<file path="src/hdl/assert_macros.svh">
// Assertion macros used by the RTL in this folder.
// Needs a clock named clk and an active-low reset named rst_n in scope.
`ifndef ASSERT_MACROS_SVH
`define ASSERT_MACROS_SVH

// Property checked on every rising clk edge outside reset.
`define CHK_ALWAYS(label, prop, msg) \
  label: assert property (@(posedge clk) disable iff (!rst_n) (prop)) else $error(msg);

// Implication: antecedent at one edge, consequent at the next edge.
`define CHK_NEXT(label, ante, cons, msg) \
  label: assert property (@(posedge clk) disable iff (!rst_n) (ante) |=> (cons)) \
    else $error(msg);

`endif

</file>
<file path="src/hdl/mlpf_pkg.sv">
// Shared constants, codes and the controller command struct for the PWM LED fader.
// No dependencies; imported by every module of the block.
package mlpf_pkg;

  localparam int CHANNELS  = 48;
  localparam int LED_W     = 48;
  localparam int CH_W      = (CHANNELS > 1) ? $clog2(CHANNELS) : 1;
  localparam int PERIOD_W  = 8;
  localparam int FADE_W    = 16;
  localparam int DUTY_W    = 8;
  localparam int PCT_W     = 7;
  localparam int PROD_W    = PERIOD_W + PCT_W;
  localparam int CFG_W     = 16;
  localparam int CFG_IDX_W = 1;

  localparam logic [PERIOD_W-1:0] PERIOD_RST = 8'd10;
  localparam logic [FADE_W-1:0]   FADE_RST   = 16'd40;
  localparam logic [DUTY_W-1:0]   DUTY_MIN   = 8'd1;
  localparam logic [DUTY_W-1:0]   DUTY_MAX   = 8'd100;

  // x / 100 == (x * 5243) >> 19, exact for x below 43690
  localparam int                 RECIP_W     = 13;
  localparam logic [RECIP_W-1:0] RECIP_100   = 13'd5243;
  localparam int                 RECIP_SHIFT = 19;

  typedef enum logic [CFG_IDX_W-1:0] {
    REG_PWM_PERIOD    = 1'b0,
    REG_FADE_INTERVAL = 1'b1
  } cfg_reg_t;

  typedef enum logic {
    OP_TICK = 1'b0,
    OP_SET  = 1'b1
  } op_t;

  typedef struct packed {
    logic            start;     // input transaction taken this cycle
    logic            rd_en;     // tick sweep: read channel idx
    logic            wr_set;    // set sweep: write target of channel idx
    logic [CH_W-1:0] idx;
    logic            out_load;  // capture result into output register
  } mlpf_cmd_t;

endpackage

</file>
<file path="src/hdl/mlpf_dp.sv">
// Datapath of the PWM LED fader: config registers, duty scaling, level memories,
// phase and fade counters, on-vector and output register. Uses mlpf_pkg.
module mlpf_dp import mlpf_pkg::*; (
  input  logic                 clk,
  input  logic                 rst_n,
  input  logic                 cfg_we,
  input  logic [CFG_IDX_W-1:0] cfg_index,
  input  logic [CFG_W-1:0]     cfg_wdata,
  input  logic                 in_op,
  input  logic [LED_W-1:0]     in_led_mask,
  input  logic [DUTY_W-1:0]    in_duty,
  input  mlpf_cmd_t            cmd,
  output logic [LED_W-1:0]     out_led_on
);

  logic [PERIOD_W-1:0] period_r;
  logic [FADE_W-1:0]   interval_r;
  logic [PERIOD_W-1:0] phase_r;
  logic [FADE_W-1:0]   cnt_r;
  logic                fade_r;
  logic [LED_W-1:0]    led_state_r;
  logic [LED_W-1:0]    out_led_on_r;
  logic [LED_W-1:0]    mask_r;
  logic [DUTY_W-1:0]   duty_r;
  logic [PROD_W-1:0]   prod_r;
  logic [PERIOD_W-1:0] lvl_r;

  logic [PERIOD_W-1:0] tgt_mem [CHANNELS];
  logic [PERIOD_W-1:0] cur_mem [CHANNELS];
  logic [CHANNELS-1:0] tgt_vld_r;
  logic [CHANNELS-1:0] cur_vld_r;
  logic [PERIOD_W-1:0] tgt_q_r;
  logic [PERIOD_W-1:0] cur_q_r;
  logic                tgt_qv_r;
  logic                cur_qv_r;
  logic                pv_r;
  logic [CH_W-1:0]     pidx_r;

  logic [PCT_W-1:0]            pct;
  logic [PROD_W+RECIP_W-1:0]   scaled;
  logic [PERIOD_W:0]           phase_inc;
  logic [PERIOD_W-1:0]         phase_nxt;
  logic [FADE_W-1:0]           cnt_dec;
  logic                        fade_nxt;
  logic [PERIOD_W-1:0]         tgt_eff;
  logic [PERIOD_W-1:0]         cur_eff;
  logic [PERIOD_W-1:0]         cur_step;
  logic                        tick_start;

  assign tick_start = cmd.start && (in_op == OP_TICK);

  // duty clamp to 1..100, then level = period * pct / 100 over two registered products
  always_comb begin
    if (duty_r > DUTY_MAX) begin
      pct = DUTY_MAX[PCT_W-1:0];
    end else if (duty_r < DUTY_MIN) begin
      pct = DUTY_MIN[PCT_W-1:0];
    end else begin
      pct = duty_r[PCT_W-1:0];
    end
  end

  assign scaled = (PROD_W+RECIP_W)'(prod_r) * (PROD_W+RECIP_W)'(RECIP_100);

  always_ff @(posedge clk) begin
    prod_r <= PROD_W'(period_r) * PROD_W'(pct);
    lvl_r  <= scaled[RECIP_SHIFT +: PERIOD_W];
  end

  assign phase_inc = {1'b0, phase_r} + 1'b1;
  assign phase_nxt = (phase_inc > {1'b0, period_r}) ? '0 : phase_inc[PERIOD_W-1:0];
  assign cnt_dec   = cnt_r - 1'b1;
  assign fade_nxt  = (cnt_dec == '0);

  assign tgt_eff = tgt_qv_r ? tgt_q_r : '0;
  assign cur_eff = cur_qv_r ? cur_q_r : '0;

  always_comb begin
    if (tgt_eff > cur_eff) begin
      cur_step = cur_eff + 1'b1;
    end else if (tgt_eff < cur_eff) begin
      cur_step = cur_eff - 1'b1;
    end else begin
      cur_step = cur_eff;
    end
  end

  // level memories: one write and one registered read per cycle each
  always_ff @(posedge clk) begin
    if (cmd.wr_set) begin
      tgt_mem[cmd.idx] <= mask_r[cmd.idx] ? lvl_r : '0;
    end
    if (pv_r && fade_r) begin
      cur_mem[pidx_r] <= cur_step;
    end
    if (cmd.rd_en) begin
      tgt_q_r <= tgt_mem[cmd.idx];
      cur_q_r <= cur_mem[cmd.idx];
    end
  end

  always_ff @(posedge clk) begin
    if (cmd.start) begin
      mask_r <= in_led_mask;
      duty_r <= in_duty;
    end
    if (cmd.rd_en) begin
      pidx_r <= cmd.idx;
    end
    if (cmd.out_load) begin
      out_led_on_r <= led_state_r;
    end
  end

  always_ff @(posedge clk) begin
    if (!rst_n) begin
      period_r    <= PERIOD_RST;
      interval_r  <= FADE_RST;
      phase_r     <= PERIOD_RST;
      cnt_r       <= FADE_RST;
      fade_r      <= 1'b0;
      led_state_r <= '0;
      tgt_vld_r   <= '0;
      cur_vld_r   <= '0;
      tgt_qv_r    <= 1'b0;
      cur_qv_r    <= 1'b0;
      pv_r        <= 1'b0;
    end else begin
      if (cfg_we) begin
        unique case (cfg_reg_t'(cfg_index))
          REG_PWM_PERIOD:    period_r   <= cfg_wdata[PERIOD_W-1:0];
          REG_FADE_INTERVAL: interval_r <= cfg_wdata[FADE_W-1:0];
          default: ;
        endcase
      end
      if (tick_start) begin
        phase_r     <= phase_nxt;
        cnt_r       <= fade_nxt ? interval_r : cnt_dec;
        fade_r      <= fade_nxt;
        led_state_r <= '0;
      end
      pv_r <= cmd.rd_en;
      if (cmd.rd_en) begin
        tgt_qv_r <= tgt_vld_r[cmd.idx];
        cur_qv_r <= cur_vld_r[cmd.idx];
      end
      if (cmd.wr_set) begin
        tgt_vld_r[cmd.idx] <= 1'b1;
      end
      if (pv_r) begin
        // compare uses the level before this tick's fade step
        led_state_r[pidx_r] <= (phase_r < cur_eff);
        if (fade_r) begin
          cur_vld_r[pidx_r] <= 1'b1;
        end
      end
    end
  end

  assign out_led_on = out_led_on_r;

endmodule

</file>
<file path="src/hdl/mlpf_ctrl.sv">
// Controller of the PWM LED fader: sequences scaling, the channel sweep
// and the result handoff. Uses mlpf_pkg; drives mlpf_dp through mlpf_cmd_t.
module mlpf_ctrl import mlpf_pkg::*; (
  input  logic      clk,
  input  logic      rst_n,
  input  logic      in_valid,
  input  logic      in_op,
  output logic      in_stall,
  output logic      out_valid,
  input  logic      out_stall,
  output mlpf_cmd_t cmd
);

  typedef enum logic [2:0] {
    S_IDLE,
    S_SCALE_A,
    S_SCALE_B,
    S_SWEEP,
    S_DRAIN,
    S_DONE
  } state_t;

  localparam logic [CH_W-1:0] LAST_IDX = CH_W'(CHANNELS - 1);

  state_t          state_r;
  op_t             op_r;
  logic [CH_W-1:0] idx_r;
  logic            out_valid_r;

  always_comb begin
    cmd.start    = in_valid && (state_r == S_IDLE);
    cmd.rd_en    = (state_r == S_SWEEP) && (op_r == OP_TICK);
    cmd.wr_set   = (state_r == S_SWEEP) && (op_r == OP_SET);
    cmd.idx      = idx_r;
    cmd.out_load = (state_r == S_DONE) && (!out_valid_r || !out_stall);
  end

  assign in_stall  = (state_r != S_IDLE);
  assign out_valid = out_valid_r;

  always_ff @(posedge clk) begin
    if (!rst_n) begin
      state_r     <= S_IDLE;
      op_r        <= OP_TICK;
      idx_r       <= '0;
      out_valid_r <= 1'b0;
    end else begin
      if (cmd.out_load) begin
        out_valid_r <= 1'b1;
      end else if (!out_stall) begin
        out_valid_r <= 1'b0;
      end
      unique case (state_r)
        S_IDLE: begin
          idx_r <= '0;
          if (in_valid) begin
            op_r    <= op_t'(in_op);
            state_r <= (in_op == OP_SET) ? S_SCALE_A : S_SWEEP;
          end
        end
        S_SCALE_A: state_r <= S_SCALE_B;
        S_SCALE_B: state_r <= S_SWEEP;
        S_SWEEP: begin
          if (idx_r == LAST_IDX) begin
            state_r <= S_DRAIN;
          end else begin
            idx_r <= idx_r + 1'b1;
          end
        end
        S_DRAIN: state_r <= S_DONE;
        S_DONE: begin
          if (cmd.out_load) begin
            state_r <= S_IDLE;
          end
        end
        default: state_r <= S_IDLE;
      endcase
    end
  end

endmodule

</file>
<file path="src/hdl/multichannel_led_pwm_fader_core.sv">
// Multichannel PWM LED fader with soft fade.
// Input channel (in_valid/in_stall): in_op selects a PWM tick or a target set
// from in_led_mask and in_duty. Every transaction yields one result transaction
// on out_valid/out_stall carrying the 48-bit LED on-vector out_led_on.
// A tick advances the PWM phase, updates the fade countdown and sweeps the
// level memories one channel per cycle; a set scales the duty through two
// registered multiplies and then writes one target per cycle.
// Sequence: a tick runs the channel sweep, a drain state and the done state; a set
// first runs the two scale states. out_valid rises when the done state loads the
// output register. Most of a transaction's time is the channel sweep over the
// level memories; one transaction is in work at a time, and the controller
// returns to idle and takes the next one once the result enters the output
// register, even while that result is stalled.
// A stalled result holds out_led_on steady; a finished transaction waits in
// the controller until the output register is free.
// Reset (rst_n low, synchronous) restores period 10, fade interval 40, phase
// 10, all levels zero and all LED states off; no clearing pass is needed.
// Configuration: cfg_we writes cfg_wdata to cfg_index (0 = PWM period, 1 = fade
// interval); the user must write only while the block is idle (not enforced).
module multichannel_led_pwm_fader_core import mlpf_pkg::*; (
  input  logic                 clk,
  input  logic                 rst_n,
  input  logic                 cfg_we,
  input  logic [CFG_IDX_W-1:0] cfg_index,
  input  logic [CFG_W-1:0]     cfg_wdata,
  input  logic                 in_valid,
  output logic                 in_stall,
  input  logic                 in_op,
  input  logic [LED_W-1:0]     in_led_mask,
  input  logic [DUTY_W-1:0]    in_duty,
  output logic                 out_valid,
  input  logic                 out_stall,
  output logic [LED_W-1:0]     out_led_on
);

  `include "assert_macros.svh"

  mlpf_cmd_t cmd;

  mlpf_ctrl u_ctrl (
    .clk       (clk),
    .rst_n     (rst_n),
    .in_valid  (in_valid),
    .in_op     (in_op),
    .in_stall  (in_stall),
    .out_valid (out_valid),
    .out_stall (out_stall),
    .cmd       (cmd)
  );

  mlpf_dp u_dp (
    .clk         (clk),
    .rst_n       (rst_n),
    .cfg_we      (cfg_we),
    .cfg_index   (cfg_index),
    .cfg_wdata   (cfg_wdata),
    .in_op       (in_op),
    .in_led_mask (in_led_mask),
    .in_duty     (in_duty),
    .cmd         (cmd),
    .out_led_on  (out_led_on)
  );

  `CHK_NEXT(a_busy_after_accept, in_valid && !in_stall, in_stall, "accepted twice in a row")
  `CHK_ALWAYS(a_result_after_work, !$rose(out_valid) || $past(in_stall), "result without work")
  `CHK_ALWAYS(a_load_when_free, !cmd.out_load || !$past(out_valid) || !out_stall || !out_valid, "output overwritten")
  `CHK_ALWAYS(a_sweep_one_kind, !(cmd.rd_en && cmd.wr_set), "tick and set sweep overlap")

endmodule
</file>
<file path="config.mk">
export PLATFORM = sky130hd
export DESIGN_NAME = multichannel_led_pwm_fader_core
export DESIGN_NICKNAME = d
export VERILOG_FILES = /design/src/hdl/mlpf_pkg.sv /design/src/hdl/mlpf_dp.sv /design/src/hdl/mlpf_ctrl.sv /design/src/hdl/multichannel_led_pwm_fader_core.sv
export VERILOG_INCLUDE_DIRS = /design/src /design/src/hdl
export SDC_FILE = /design/constraint.sdc
export NUM_CORES = 2
export LEC_CHECK = 0
export BUFFER_PORTS_ARGS = -buffer_cell sky130_fd_sc_hd__buf_2
export CORE_ASPECT_RATIO = 1.4
export CORE_MARGIN = 1.5
export CORE_UTILIZATION = 55
export CTS_CLUSTER_DIAMETER = 50
export DETAILED_ROUTE_END_ITERATION = 8
export PLACE_DENSITY_LB_ADDON = 0.08
export SLEW_MARGIN = 10
export SYNTH_ARGS = -nofsm -noshare
export SYNTH_HDL_FRONTEND = slang
export SYNTH_SLANG_ARGS = --single-unit
export TNS_END_PERCENT = 10
</file>
<file path="constraint.sdc">
create_clock -name clk -period 5.2 [get_ports clk]
set_clock_uncertainty 0.15 [all_clocks]
set_input_delay 0.52 -clock clk [delete_from_list [all_inputs] [get_ports clk]]
set_output_delay 0.52 -clock clk [all_outputs]
set_load 0.01 [all_outputs]
</file>
==> impl_metrics.yaml <==
outcome:
  status: "complete, no violations"
clock_network:
  root_buffer: "clkbuf_16"
  cts_buffers: 105
  cts_tree: "yes"
  htree_levels: 3
  clock_latency_ps: 690
  clkSinkCount: 1124
  clk_pin_slew_ps: 70
  clock_path_buffers: 3
worst_setup_path:
  reg2reg_to: "u_dp.prod_r[13]$_DFF_P_"
  path_buf_inv: 4
  path_cells: "nor2_2 -> nand2_1 -> a31oi_4 -> buf_4 -> and2_4 -> nand2_1 -> fa_1 -> fa_1 -> inv_1 -> fa_1 -> inv_2 -> fa_1 -> inv_2 -> ha_4 -> o21a_1 -> nor2_2 -> a211o_1 -> nand3_2 -> or4_4 -> o311ai_2 -> xnor2_1"
  path_common_cell: "fa_1"
  end_kind: "flip-flop"
  worst_r2r_path_depth: 21
  worstSetupPathDepth: 21
  path_delay_family: "adder cells"
  worstPathMaxFanout: 4
  cp_slowest_cell: "fa_1"
  endpoint: "u_dp.prod_r[13]$_DFF_P_"
  cp.required_ps: 5600
  crit_start: "u_dp.duty_r[3]$_DFFE_PP_"
  r2r_start: "u_dp.duty_r[3]$_DFFE_PP_"
  path_class: "flip-flop to flip-flop"
  worstPathArrival_ps: 5420
  rrSetupSlack_ps: 180
  cpPeakStageDelay_ps: 510
  start_kind: "flip-flop"
floorplanning:
  dieArea_um2: 89110
  coreArea_um2: 86800
  num_rows: 128
  die_y_um: 352.6
  pin_count: 129
  dieWidth_um: 252.7
  start_util: 0.5531
cells_and_area:
  nets: 4104
  drive_above_1_share: 0.1497
  instances_no_fill: 5030
  fillCellCount: 6520
  area_growth_pct: 15.07
  diodes: 0
placed_design:
  dp_cells: 4754
  portBuffers: 128
  hpwl_um: 84260
  gp_congestion: 0.8605
timing:
  min_period_over_period: 0.9652
  final-setup-viol-count: 0
  slew_headroom: 0.2205
  hold_viol_final: 0
  slew_violations: 0
  worst_pin_slew_ps: 1165
  fin_hold_ws_ps: 79.04
  min_period_ps: 5019
  fmax_mhz: 199.2
grt:
  grt_max_degree: 88
  grt-ovfl-total: 0
  grt_pass1_wl_um: 196200
  grt_use_total: 0.2949
  grt_antenna_before_repair: 1
  grt_pass1_vias: 31675
route:
  ant_nets: 0
  drt_iter0_markers: 3289
  wl_met2_um: 66330
  vias: 31226
  dr.pass1.iters: 8
  routed_wl_um: 130600
  topRoutingLayerUsed: "met4"
  wl_met3_um: 10470
  met1_length_um: 48990
  routedWlPerCell_um: 25.96
  viasPerCell: 6.208
  drc: 0
logic_synthesis:
  syn_area_per_cell_um2: 13.71
  ys_seq_area_frac: 0.6550
  synth_area_um2: 48010
  synth.distinct_cells: 76
  syn_inst: 3502
  syn-num-nets: 3838
  yosysTopAreaCell: "edfxtp_1"
  synth_seq_cells: 1124
  synth_warnings: 0
  synth_commonest_cells: "894 x edfxtp_1, 380 x nor2_1, 230 x dfxtp_1"
  synthTopCellsByArea: "edfxtp_1 56%, dfxtp_1 9.6%, ha_1 4.2%"
  synth_top_area_frac: 0.5591
  synth-async-reset-ratio: 0
  synthFlopType: "edfxtp_1"
  synthMostInstantiatedCell: "edfxtp_1"
  synth_edf_count: 894
hold_path:
  hp-class: "input pin to flip-flop"
power_and_ir_drop:
  p_per_area_nw_per_um2: 510.6
  ir_worst_vdd_v: 0.001074
  p_leak_nw: 19.76
job:
  max_cap_viol_count: 0
[area by class of cell]
| cell class | instances | area (um2) | area share |
|---|---|---|---|
| Clock buffer | 124 | 2825 | 0.05113 |
| Timing Repair Buffer | 335 | 2501 | 0.04527 |
| Multi-Input combinational cell | 2016 | 15380 | 0.2784 |
| Sequential cell | 1124 | 31470 | 0.5696 |
| Inverter | 186 | 699.4 | 0.01266 |
| Tap cell | 1170 | 1464 | 0.02650 |
| Clock inverter | 75 | 910.9 | 0.01649 |
[placed cells by master (no fill, tap or decap), types with 13 or more instances in the layout]
| cell type | count |
|---|---|
| a21boi_0 | 23 |
| a21o_1 | 13 |
| a21oi_1 | 103 |
| a221oi_1 | 68 |
| a222oi_1 | 13 |
| a22o_1 | 61 |
| a22oi_1 | 183 |
| a31oi_1 | 56 |
| a32o_1 | 49 |
| and2_1 | 23 |
| and3_1 | 26 |
| buf_2 | 128 |
| buf_4 | 123 |
| bufinv_16 | 18 |
| clkbuf_16 | 110 |
| clkinv_2 | 26 |
| dfxtp_1 | 219 |
| dlygate4sd3_1 | 73 |
| edfxtp_1 | 894 |
| fa_1 | 97 |
| ha_1 | 158 |
| inv_1 | 182 |
| mux2_2 | 36 |
| mux2i_1 | 42 |
| mux4_2 | 22 |
| nand2_1 | 228 |
| nand2b_1 | 18 |
| nand3_1 | 44 |
| nand4_1 | 14 |
| nor2_1 | 374 |
| nor2b_1 | 14 |
| nor3_1 | 21 |
| nor4_1 | 22 |
| o211ai_1 | 20 |
| o21a_1 | 18 |
| o21ai_0 | 72 |
| xnor2_1 | 23 |
| xor2_1 | 16 |
[state kept, by name, summed over array words and instances (netlist names), 8 cells and up]
name / flops
u_dp.cnt_r: 16
u_dp.cur_mem: 384
u_dp.cur_q_r: 8
u_dp.cur_vld_r: 48
u_dp.duty_r: 8
u_dp.interval_r: 16
u_dp.led_state_r: 48
u_dp.lvl_r: 8
u_dp.mask_r: 48
u_dp.out_led_on: 48
u_dp.period_r: 8
u_dp.phase_r: 8
u_dp.prod_r: 15
u_dp.tgt_mem: 384
u_dp.tgt_q_r: 8
u_dp.tgt_vld_r: 48
[tightest hold or removal path: stages]
cell,delay (ps)
buf_2,150
nand2_1,110
a21boi_0,80
[how the worst min path moves through the flow]
stage	startpoint	to	slack (ps)	cells after the start
floorplan	u_ctrl.idx_r[2]$_SDFFE_PN0P_	u_dp.pidx_r[2]$_DFFE_PP_	250	0
global placement	u_dp.led_state_r[15]$_SDFF_PN0_	u_dp.out_led_on[15]$_DFFE_PP_	260	0
detailed placement	u_dp.led_state_r[10]$_SDFF_PN0_	u_dp.out_led_on[10]$_DFFE_PP_	270	0
CTS	out_stall	u_ctrl.out_valid$_SDFFE_PN0P_	50	3
global route	out_stall	u_ctrl.out_valid$_SDFFE_PN0P_	90	3
finish	out_stall	u_ctrl.out_valid$_SDFFE_PN0P_	80	3
[power by group]
group,internal [W],switching (W)
sequential,0.0105,0.000162
combinational,0.00374,0.00553
clock,0.00482,0.00344
[repair_timing]
| item | CTS | global route |
|---|---|---|
| gates cloned | 0 | 0 |
| endpoints found under the hold margin | 81 | 0 |
| hold buffers | 73 | 0 |
| pin swaps | 0 | 14 |
| setup buffers | 0 | 4 |
| gates resized for setup | 3 | 31 |
| setup endpoints to repair | 2 | 6 |
[routing by layer]
metal	vias up	track usage
li1	13744	-
met1	15742	0.3762
met2	1460	0.5063
met3	280	0.04436
met4	0	0.1147
met5	-	0
[stage by stage]
step | total power [W] | area (um2) | setup WS, ps | TNS [ps] | utilization
2_1_floorplan | 0.01737 | 48020 | 48.31 | 0 | -
3_3_place_gp | 0.01977 | 50620 | -39.69 | -39.69 | 0.5832
3_5_place_dp | 0.02009 | 50620 | -28.44 | -28.44 | 0.5832
4_1_cts | 0.02832 | 55100 | 7.936 | 0 | 0.6348
5_1_grt | 0.03006 | 55250 | -22.59 | -22.59 | 0.6365
6_report | 0.02821 | 55250 | 180.8 | 0 | 0.6365
[cells by family after synthesis]
logic type	share of synthesized area
adder cells (fa/ha/maj)	0.08214
buffers and inverters	0.03150
flip-flops	0.6550
AND/OR/NAND/NOR	0.08076
XOR/XNOR	0.007844
multiplexers	0.02752
AO/OA/AOI/OAI	0.1152
Power figures use the tool's default switching activity.
